`src/rtl/r10gps_pkg.sv`:
```
package r10gps_pkg;

  localparam int SRC_WIDTH  = 1280;
  localparam int SRC_HEIGHT = 720;
  localparam int OUT_WIDTH  = 1024;
  localparam int OUT_HEIGHT = 576;

  localparam int GAIN_W = 4;
  localparam int BYTE_W = 8;
  localparam int PIX_W  = 16;
  localparam int SLOT_W = 3;
  localparam int SCOL_W = 11;
  localparam int SROW_W = 10;
  localparam int PCOL_W = 10;
  localparam int PROW_W = 10;

  localparam logic [SLOT_W-1:0] SLOT_LOW_BITS = SLOT_W'(4);

  localparam logic [SCOL_W-1:0] SRC_COLS      = SCOL_W'(SRC_WIDTH);
  localparam logic [SROW_W-1:0] SRC_ROW_LAST  = SROW_W'(SRC_HEIGHT - 1);
  localparam logic [PCOL_W-1:0] OUT_COL_LAST  = PCOL_W'(OUT_WIDTH - 1);
  localparam logic [PROW_W-1:0] OUT_ROW_LAST  = PROW_W'(OUT_HEIGHT - 1);
  localparam logic [SCOL_W-1:0] OUT_COLS      = SCOL_W'(OUT_WIDTH);
  localparam logic [SROW_W:0]   OUT_ROWS      = (SROW_W + 1)'(OUT_HEIGHT);

  localparam logic [SCOL_W-1:0] COL_STEP_Q = SCOL_W'(SRC_WIDTH / OUT_WIDTH);
  localparam logic [SCOL_W-1:0] COL_STEP_R = SCOL_W'(SRC_WIDTH % OUT_WIDTH);
  localparam logic [SROW_W-1:0] ROW_STEP_Q = SROW_W'(SRC_HEIGHT / OUT_HEIGHT);
  localparam logic [SROW_W:0]   ROW_STEP_R = (SROW_W + 1)'(SRC_HEIGHT % OUT_HEIGHT);

  localparam logic [GAIN_W-1:0] GAIN_RESET = GAIN_W'(4);

  typedef struct packed {
    logic              hit;
    logic              border;
    logic              line_end;
    logic              frame_end;
    logic [PCOL_W-1:0] column;
    logic [PROW_W-1:0] row;
  } r10gps_emit_t;

endpackage

```
`src/rtl/raw10_gray_preview_scaler.sv`:
```
// Nearest-neighbour gray preview scaler for a packed RAW10 byte stream. One word is
// accepted per clock cycle while the input is not stalled; each word yields at most one
// RGB565 preview pixel, which moves from the input register to the result register and
// from there to the output. The coordinate counters are updated once per word, so the
// rate is set by that update and the input is stalled only while the result register
// is full and the output side stalls. A word with frame_start set restarts the frame;
// words after a completed frame produce no pixel.
// The gain should be written only while the block is idle.
module raw10_gray_preview_scaler
  import r10gps_pkg::*;
(
  input  logic              clk_i,
  input  logic              rst_ni,
  input  logic              cfg_wr_en_i,
  input  logic [GAIN_W-1:0] cfg_wr_data_i,
  input  logic              in_valid_i,
  output logic              in_stall_o,
  input  logic [BYTE_W-1:0] raw_byte_i,
  input  logic              frame_start_i,
  output logic              out_valid_o,
  input  logic              out_stall_i,
  output logic [PIX_W-1:0]  rgb565_pixel_o,
  output logic [PCOL_W-1:0] pixel_column_o,
  output logic [PROW_W-1:0] pixel_row_o,
  output logic              line_end_o,
  output logic              frame_end_o
);

  logic [GAIN_W-1:0] gain_q;
  logic              in_valid_q, in_valid_d;
  logic [BYTE_W-1:0] raw_q;
  logic              fstart_q;
  logic              accept, fire;
  logic              out_valid_q, out_valid_d;
  logic [PIX_W-1:0]  rgb_q, rgb_d;
  logic [PCOL_W-1:0] col_q;
  logic [PROW_W-1:0] row_q;
  logic              le_q, fe_q;
  r10gps_emit_t      emit;

  assign fire       = in_valid_q && (!out_valid_q || !out_stall_i);
  assign in_stall_o = in_valid_q && !fire;
  assign accept     = in_valid_i && !in_stall_o;

  always_comb begin
    if (accept) begin
      in_valid_d = 1'b1;
    end else if (fire) begin
      in_valid_d = 1'b0;
    end else begin
      in_valid_d = in_valid_q;
    end

    if (fire) begin
      out_valid_d = emit.hit;
    end else if (!out_stall_i) begin
      out_valid_d = 1'b0;
    end else begin
      out_valid_d = out_valid_q;
    end
  end

  r10gps_track u_track (
    .clk_i         (clk_i),
    .rst_ni        (rst_ni),
    .step_en_i     (fire),
    .frame_start_i (fstart_q),
    .emit_o        (emit)
  );

  r10gps_pix u_pix (
    .raw_i    (raw_q),
    .gain_i   (gain_q),
    .border_i (emit.border),
    .rgb_o    (rgb_d)
  );

  always_ff @(posedge clk_i or negedge rst_ni) begin
    if (!rst_ni) begin
      gain_q      <= GAIN_RESET;
      in_valid_q  <= 1'b0;
      out_valid_q <= 1'b0;
    end else begin
      if (cfg_wr_en_i) begin
        gain_q <= cfg_wr_data_i;
      end
      in_valid_q  <= in_valid_d;
      out_valid_q <= out_valid_d;
    end
  end

  always_ff @(posedge clk_i) begin
    if (accept) begin
      raw_q    <= raw_byte_i;
      fstart_q <= frame_start_i;
    end
    if (fire && emit.hit) begin
      rgb_q <= rgb_d;
      col_q <= emit.column;
      row_q <= emit.row;
      le_q  <= emit.line_end;
      fe_q  <= emit.frame_end;
    end
  end

  assign out_valid_o    = out_valid_q;
  assign rgb565_pixel_o = rgb_q;
  assign pixel_column_o = col_q;
  assign pixel_row_o    = row_q;
  assign line_end_o     = le_q;
  assign frame_end_o    = fe_q;

  a_stall_only_when_blocked : assert property (@(posedge clk_i) disable iff (!rst_ni)
    in_stall_o |-> (out_valid_o && out_stall_i))
    else $error("input stalled while the result register could take a word");

  a_hit_gives_result : assert property (@(posedge clk_i) disable iff (!rst_ni)
    (fire && emit.hit) |=> out_valid_o)
    else $error("a selected pixel did not reach the output");

  a_coords_in_range : assert property (@(posedge clk_i) disable iff (!rst_ni)
    out_valid_o |-> ((pixel_column_o <= OUT_COL_LAST) && (pixel_row_o <= OUT_ROW_LAST)))
    else $error("preview coordinates out of range");

  a_frame_end_marks : assert property (@(posedge clk_i) disable iff (!rst_ni)
    (out_valid_o && frame_end_o) |-> (line_end_o && (pixel_row_o == OUT_ROW_LAST)))
    else $error("frame end without the last line end");

endmodule

```
`src/rtl/r10gps_track.sv`:
```
module r10gps_track
  import r10gps_pkg::*;
(
  input  logic         clk_i,
  input  logic         rst_ni,
  input  logic         step_en_i,
  input  logic         frame_start_i,
  output r10gps_emit_t emit_o
);

  logic [SLOT_W-1:0] slot_q, slot_d, cur_slot;
  logic [SCOL_W-1:0] scol_q, scol_d, cur_scol, scol_inc;
  logic [SROW_W-1:0] srow_q, srow_d, cur_srow;
  logic [PCOL_W-1:0] pcol_q, pcol_d, cur_pcol;
  logic [PROW_W-1:0] prow_q, prow_d, cur_prow;
  logic [SCOL_W-1:0] tcol_q, tcol_d, cur_tcol;
  logic [SCOL_W-1:0] crem_q, crem_d, cur_crem, csum;
  logic [SROW_W-1:0] trow_q, trow_d, cur_trow;
  logic [SROW_W-1:0] rrem_q, rrem_d, cur_rrem;
  logic [SROW_W:0]   rsum;
  logic              done_q, done_d, cur_done;
  logic              hit, last_col, last_row;

  // A frame start clears every counter before its own byte is handled.
  assign cur_slot = frame_start_i ? '0 : slot_q;
  assign cur_scol = frame_start_i ? '0 : scol_q;
  assign cur_srow = frame_start_i ? '0 : srow_q;
  assign cur_pcol = frame_start_i ? '0 : pcol_q;
  assign cur_prow = frame_start_i ? '0 : prow_q;
  assign cur_tcol = frame_start_i ? '0 : tcol_q;
  assign cur_crem = frame_start_i ? '0 : crem_q;
  assign cur_trow = frame_start_i ? '0 : trow_q;
  assign cur_rrem = frame_start_i ? '0 : rrem_q;
  assign cur_done = frame_start_i ? 1'b0 : done_q;

  assign scol_inc = cur_scol + SCOL_W'(1);
  assign csum     = cur_crem + COL_STEP_R;
  assign rsum     = {1'b0, cur_rrem} + ROW_STEP_R;
  assign last_col = cur_pcol >= OUT_COL_LAST;
  assign last_row = cur_prow >= OUT_ROW_LAST;
  assign hit      = !cur_done && (cur_slot < SLOT_LOW_BITS) &&
                    (cur_srow >= cur_trow) && (cur_scol >= cur_tcol);

  always_comb begin
    slot_d = cur_slot;
    scol_d = cur_scol;
    srow_d = cur_srow;
    pcol_d = cur_pcol;
    prow_d = cur_prow;
    tcol_d = cur_tcol;
    crem_d = cur_crem;
    trow_d = cur_trow;
    rrem_d = cur_rrem;
    done_d = cur_done;

    emit_o.hit       = hit;
    emit_o.column    = cur_pcol;
    emit_o.row       = cur_prow;
    emit_o.line_end  = last_col;
    emit_o.frame_end = last_col && last_row;
    emit_o.border    = (cur_pcol == '0) || last_col || (cur_prow == '0) || last_row;

    if (!cur_done) begin
      if (cur_slot >= SLOT_LOW_BITS) begin
        slot_d = '0;
        if (cur_scol >= SRC_COLS) begin
          scol_d = '0;
          pcol_d = '0;
          tcol_d = '0;
          crem_d = '0;
          if (cur_srow >= SRC_ROW_LAST) begin
            done_d = 1'b1;
          end else begin
            srow_d = cur_srow + SROW_W'(1);
          end
        end
      end else begin
        if (hit) begin
          if (last_col) begin
            pcol_d = '0;
            tcol_d = '0;
            crem_d = '0;
            if (last_row) begin
              done_d = 1'b1;
            end else begin
              prow_d = cur_prow + PROW_W'(1);
              if (rsum >= OUT_ROWS) begin
                rrem_d = SROW_W'(rsum - OUT_ROWS);
                trow_d = cur_trow + ROW_STEP_Q + SROW_W'(1);
              end else begin
                rrem_d = rsum[SROW_W-1:0];
                trow_d = cur_trow + ROW_STEP_Q;
              end
            end
          end else begin
            pcol_d = cur_pcol + PCOL_W'(1);
            if (csum >= OUT_COLS) begin
              crem_d = csum - OUT_COLS;
              tcol_d = cur_tcol + COL_STEP_Q + SCOL_W'(1);
            end else begin
              crem_d = csum;
              tcol_d = cur_tcol + COL_STEP_Q;
            end
          end
        end
        scol_d = scol_inc;
        slot_d = (scol_inc >= SRC_COLS) ? SLOT_LOW_BITS : cur_slot + SLOT_W'(1);
      end
    end
  end

  always_ff @(posedge clk_i or negedge rst_ni) begin
    if (!rst_ni) begin
      slot_q <= '0;
      scol_q <= '0;
      srow_q <= '0;
      pcol_q <= '0;
      prow_q <= '0;
      tcol_q <= '0;
      crem_q <= '0;
      trow_q <= '0;
      rrem_q <= '0;
      done_q <= 1'b0;
    end else if (step_en_i) begin
      slot_q <= slot_d;
      scol_q <= scol_d;
      srow_q <= srow_d;
      pcol_q <= pcol_d;
      prow_q <= prow_d;
      tcol_q <= tcol_d;
      crem_q <= crem_d;
      trow_q <= trow_d;
      rrem_q <= rrem_d;
      done_q <= done_d;
    end
  end

endmodule

```
`src/rtl/r10gps_pix.sv`:
```
module r10gps_pix
  import r10gps_pkg::*;
(
  input  logic [BYTE_W-1:0] raw_i,
  input  logic [GAIN_W-1:0] gain_i,
  input  logic              border_i,
  output logic [PIX_W-1:0]  rgb_o
);

  localparam int PROD_W = BYTE_W + GAIN_W;

  logic [PROD_W-1:0] prod;
  logic [BYTE_W-1:0] gray;

  assign prod = PROD_W'(raw_i) * PROD_W'(gain_i);

  always_comb begin
    if (border_i || (|prod[PROD_W-1:BYTE_W])) begin
      gray = '1;
    end else begin
      gray = prod[BYTE_W-1:0];
    end
  end

  assign rgb_o = {gray[7:3], gray[7:2], gray[7:3]};

endmodule

```
`config.mk`:
```
export PLATFORM = sky130hd
export DESIGN_NAME = raw10_gray_preview_scaler
export DESIGN_NICKNAME = d
export VERILOG_FILES = /design/src/rtl/r10gps_pkg.sv /design/src/rtl/raw10_gray_preview_scaler.sv /design/src/rtl/r10gps_track.sv /design/src/rtl/r10gps_pix.sv
export SDC_FILE = /design/constraint.sdc
export NUM_CORES = 1
export LEC_CHECK = 0
export BUFFER_PORTS_ARGS = -buffer_cell sky130_fd_sc_hd__buf_2
export CAP_MARGIN = 20
export CORE_ASPECT_RATIO = 0.8
export CORE_MARGIN = 2
export CORE_UTILIZATION = 45
export DETAILED_ROUTE_END_ITERATION = 12
export PLACE_DENSITY_LB_ADDON = 0.15
export SYNTH_ARGS = -nofsm -noshare
export SYNTH_HDL_FRONTEND = slang
export SYNTH_SLANG_ARGS = --single-unit
```
`constraint.sdc`:
```
create_clock -name clk_i -period 5.13 [get_ports clk_i]
set_clock_uncertainty 0.2 [all_clocks]
set_input_delay 0.513 -clock clk_i [delete_from_list [all_inputs] [get_ports clk_i]]
set_output_delay 0.513 -clock clk_i [all_outputs]
set_load 0.05 [all_outputs]
```
==> results.py <==
metrics = {
    "global_routing": {
        "first_global_vias": 6197,
        "grt_first_pass_wirelength_um": 32200,
        "pin_count_of_the_biggest_net_entering_global_routing": 97,
        "gr-total-overflow": 0,
        "groute.usage.overall_pct": 20.5,
        "antenna_found_initial": 0,
    },
    "place": {
        "placed_area_um2": 8790,
        "dpl.cell_count": 1152,
        "gp_congestion": 0.853,
        "io_buffer_count": 57,
        "place.detailed.hpwl_um": 13400,
    },
    "timing": {
        "tightest_slew_ns": 1.01,
        "period_minus_slack_ns": 4.15,
        "setup_viol": 0,
        "rsz_0062_raised_after_global_routing": "false",
        "timing.setup.tns_ns": 0,
        "slew_headroom_pct": 32.7,
        "min_period_over_period_pct": 80.9,
        "hold_viol_final": 0,
        "fmaxAchievable_mhz": 241,
        "drv_slew": 0,
    },
    "synthesis": {
        "synth_edf_count": 37,
        "ys.warnings.count": 0,
        "synth_area_leader_cell": "dfrtp_1",
        "synth.cell_area_um2": 8350,
        "syn_inst": 899,
        "synth_nets": 984,
        "synth_commonest_cells": "105 x nand2_1, 84 x dfrtp_1, 64 x inv_1, 59 x nor2_1, 55 x ha_1",
        "synthesis.area_per_instance_um2": 9.28,
        "synthMostInstantiatedCell": "nand2_1",
        "synth_seq_area_share_pct": 38.8,
        "synthArstFlopShare_pct": 69.7,
        "synth_cell_type_count": 77,
        "register_bit_count_reported_by_yosys": 122,
        "ys_top_cells_by_area": "dfrtp_1 25%, edfxtp_1 13%, ha_1 8.2%, nand2_1 4.7%, xnor2_1 3.4%",
        "synth_top_area_share_pct": 25.2,
        "synth_ff_type": "dfrtp_1",
    },
    "layout": {
        "antenna-diode-count": 0,
        "areaGrowthSynthToFinish_pct": 13.1,
        "final_nets": 1028,
        "finish.utilization_pct": 52.0,
        "count_of_filler_cells_inserted_in_the_layout": 1656,
        "stdcell_count": 1186,
        "drive_above_1_share_pct": 13.0,
        "final_cell_area_um2": 9440,
    },
    "critical_path": {
        "cp_cell_sequence": "and2_1 > fa_1 > inv_1 > fa_1 > inv_1 > ha_1 > nor2b_1 > o21ai_0 > a21boi_0 > o21a_1 > or3_1 > a21oi_1 > o21ai_0",
        "critical_path.max_fanout": 9,
        "critPathSlowestCell": "fa_1",
        "r2r_slack_ns": 0.98,
        "critPathCapture": "rgb565_pixel_o[14]$_SDFFCE_PP1P_",
        "length_in_cells_of_the_worst_reg_to_reg_path": 13,
        "cp_top_family": "adder cells",
        "crit-reg2reg-launch": "gain_q[3]$_DFFE_PN0P_",
        "timing.critical_path.from_type": "flop",
        "endpoint_kind": "flop",
        "rr_endpoint": "rgb565_pixel_o[14]$_SDFFCE_PP1P_",
        "path_buf_inv": 2,
        "worstSetupPathDepth": 13,
        "crit_path_arrival_time_ns": 4.09,
        "setup.worst_path.start": "gain_q[3]$_DFFE_PN0P_",
        "max_stage_delay_ns": 0.53,
        "timing.setup.critical_path_class": "flop to flop",
        "worst-endpoint-required_ns": 5.07,
    },
    "pwr": {
        "power.ir.vdd_worst_v": 0.000224,
        "p_int_mw": 2.23,
        "static-leakage-power_nw": 4.07,
        "p_sw_share_pct": 37.7,
        "p_total_mw": 3.57,
        "cellPowerDensity_nw_per_um2": 379,
        "share_seq_of_total_power_pct": 35.1,
        "p_switching_mw": 1.35,
        "clock_power_share_pct": 34.6,
        "combPwrFrac_pct": 30.3,
    },
    "detailed_routing": {
        "route.antenna.remaining_nets": 0,
        "vias": 6589,
        "firstDrtPassIters": 6,
        "wirelength_um": 19200,
        "route.detailed.drc": 0,
        "route.detailed.wl_per_inst_um": 16.2,
        "avgViaCountPerCell": 5.56,
        "drt_iter0_drc": 504,
    },
    "clock_tree": {
        "cts-root-to-sink-buffers": 2,
        "cts.htree.levels": 4,
        "cts.sink_count": 122,
        "clk_root_buf": "clkbuf_16",
        "cts_tree": "done",
        "clk_pin_slew_worst_paths_ns": 0.06,
        "post_cts_setup_repair_bufs": 0,
        "clk_latency_ns": 0.43,
        "number_of_buffers_added_by_the_clock_tree_synthesis_step": 17,
    },
    "floorplan": {
        "die_y_um": 126,
        "core_box_area_um2": 18200,
        "initial_utilization_pct": 45.9,
        "fp.dieW_um": 156,
        "std_cell_rows": 44,
        "top_level_ports": 58,
        "floorplan.die_area_um2": 19700,
    },
    "flow_run": {
        "max_cap_viols": 0,
    },
    "outcome": {
        "run_status": "finished, final reports clean",
    },
    "worst_hold_path": {
        "hp-class": "input port to flop",
    },
}
## power groups by stage
| stage | Combinational [mW] | Clock, mW | Sequential [mW] |
|---|---|---|---|
| after detailed placement | 1.08 | 0 | 1.27 |
| after global placement | 1.07 | 0 | 1.27 |
| after floorplan | 0.602 | 0 | 1.46 |
| after CTS | 1.09 | 1.26 | 1.25 |
| after global routing | 1.19 | 1.31 | 1.27 |
| final | 1.08 | 1.24 | 1.25 |
## area by class of cell
| cell class | instances | area (um2) | share of cell area (%) |
|---|---|---|---|
| inverter | 66 | 253 | 2.68 |
| clock buffer | 19 | 454 | 4.81 |
| clock inverter | 13 | 158 | 1.67 |
| timing repair buffer | 67 | 398 | 4.21 |
| multi-input combinational | 669 | 4650 | 49.3 |
| tap | 230 | 288 | 3.05 |
| sequential | 122 | 3240 | 34.3 |
## placed cells by master (no fill, tap or decap), types with 4 or more instances in the layout
master	synthesis	layout
a21o_1	6	6
a21oi_1	34	34
a22o_1	13	13
a311o_1	4	4
a31oi_1	9	9
a32o_1	5	5
and2_1	25	25
and3_1	11	11
buf_2	7	56
buf_4	10	8
clkbuf_16	0	18
clkinv_4	1	6
dfrtp_1	84	84
edfxtp_1	37	37
fa_1	12	12
ha_1	55	55
inv_1	64	64
inv_6	0	4
mux2_2	5	5
mux2i_1	4	4
nand2_1	105	105
nand2b_1	15	15
nand3_1	23	23
nand3b_1	5	5
nand4_1	15	15
nand4b_1	7	7
nor2_1	59	58
nor2b_1	43	43
nor3_1	11	11
nor4_1	10	10
o211ai_1	8	8
o21ai_0	41	41
o2bb2ai_1	10	10
o31ai_1	10	10
or3_1	4	4
or4_1	5	5
xnor2_1	32	32
xor2_1	19	19
## cell families after synthesis
kind of cell / count (synthesis) / share of synthesized area, %
AOI/OAI and AO/OA: 185 / 15.7
xor gates and xnor gates: 51 / 5.35
adders and majority gates: 67 / 11.1
buffers and inverters: 108 / 5.47
DFF: 122 / 38.8
muxes: 9 / 1.15
and+or+nand+nor: 357 / 22.4
## per-layer routing
layer	share of wire, %	GRT usage (%)	vias up	wire length, um
li1	-	-	3275	-
met2	42	29.6	163	8150
met3	4.6	3.61	16	881
met5	0	0	-	0
met4	1.0	5.56	0	195
met1	52	31.4	3135	10000
## stage by stage
step / worst slack (ns) / hold slack, ns
2_1_floorplan: 0.351 / 0.0174
3_3_place_gp: 1.08 / 0.171
3_5_place_dp: 1.01 / 0.173
4_1_cts: 0.948 / 0.0507
5_1_grt: 0.684 / 0.0521
6_report: 0.980 / 0.0608
## worst register-to-register path, delay by kind of cell (launching register included)
kind,cells,cell delay (ns)
flip-flops,1,0.46
AND/OR/NAND/NOR,3,0.64
buffers and inverters,2,0.09
AO/OA/AOI/OAI,5,1.11
adder cells (fa/ha/maj),3,1.36
## worst min path at each step
stage / from / endpoint / depth (start not counted)
2_1_floorplan: rst_ni / gain_q[0]$_DFFE_PN0P_ / 0
5_1_grt: raw_byte_i[1] / raw_q[1]$_DFFE_PP_ / 1
4_1_cts: raw_byte_i[7] / raw_q[7]$_DFFE_PP_ / 1
3_5_place_dp: rst_ni / gain_q[1]$_DFFE_PN0P_ / 1
3_3_place_gp: rst_ni / gain_q[1]$_DFFE_PN0P_ / 1
6_report: raw_byte_i[7] / raw_q[7]$_DFFE_PP_ / 1
## repair_timing
action,4_1_cts,5_1_grt
hold buffers,1,0
hold endpoints to repair,10,0
gates resized for setup,0,0
## registers in the layout, indices dropped and copies added, names as in the netlist, 3 cells and up
signal,count
pixel_column_o,10
pixel_row_o,10
u_track.srow_q,10
u_track.crem_q,3
u_track.rrem_q,10
u_track.slot_q,3
u_track.scol_q,11
u_track.pcol_q,10
raw_q,8
u_track.tcol_q,11
u_track.trow_q,10
rgb565_pixel_o,6
u_track.prow_q,10
gain_q,4
Power figures use the tool's default switching activity.
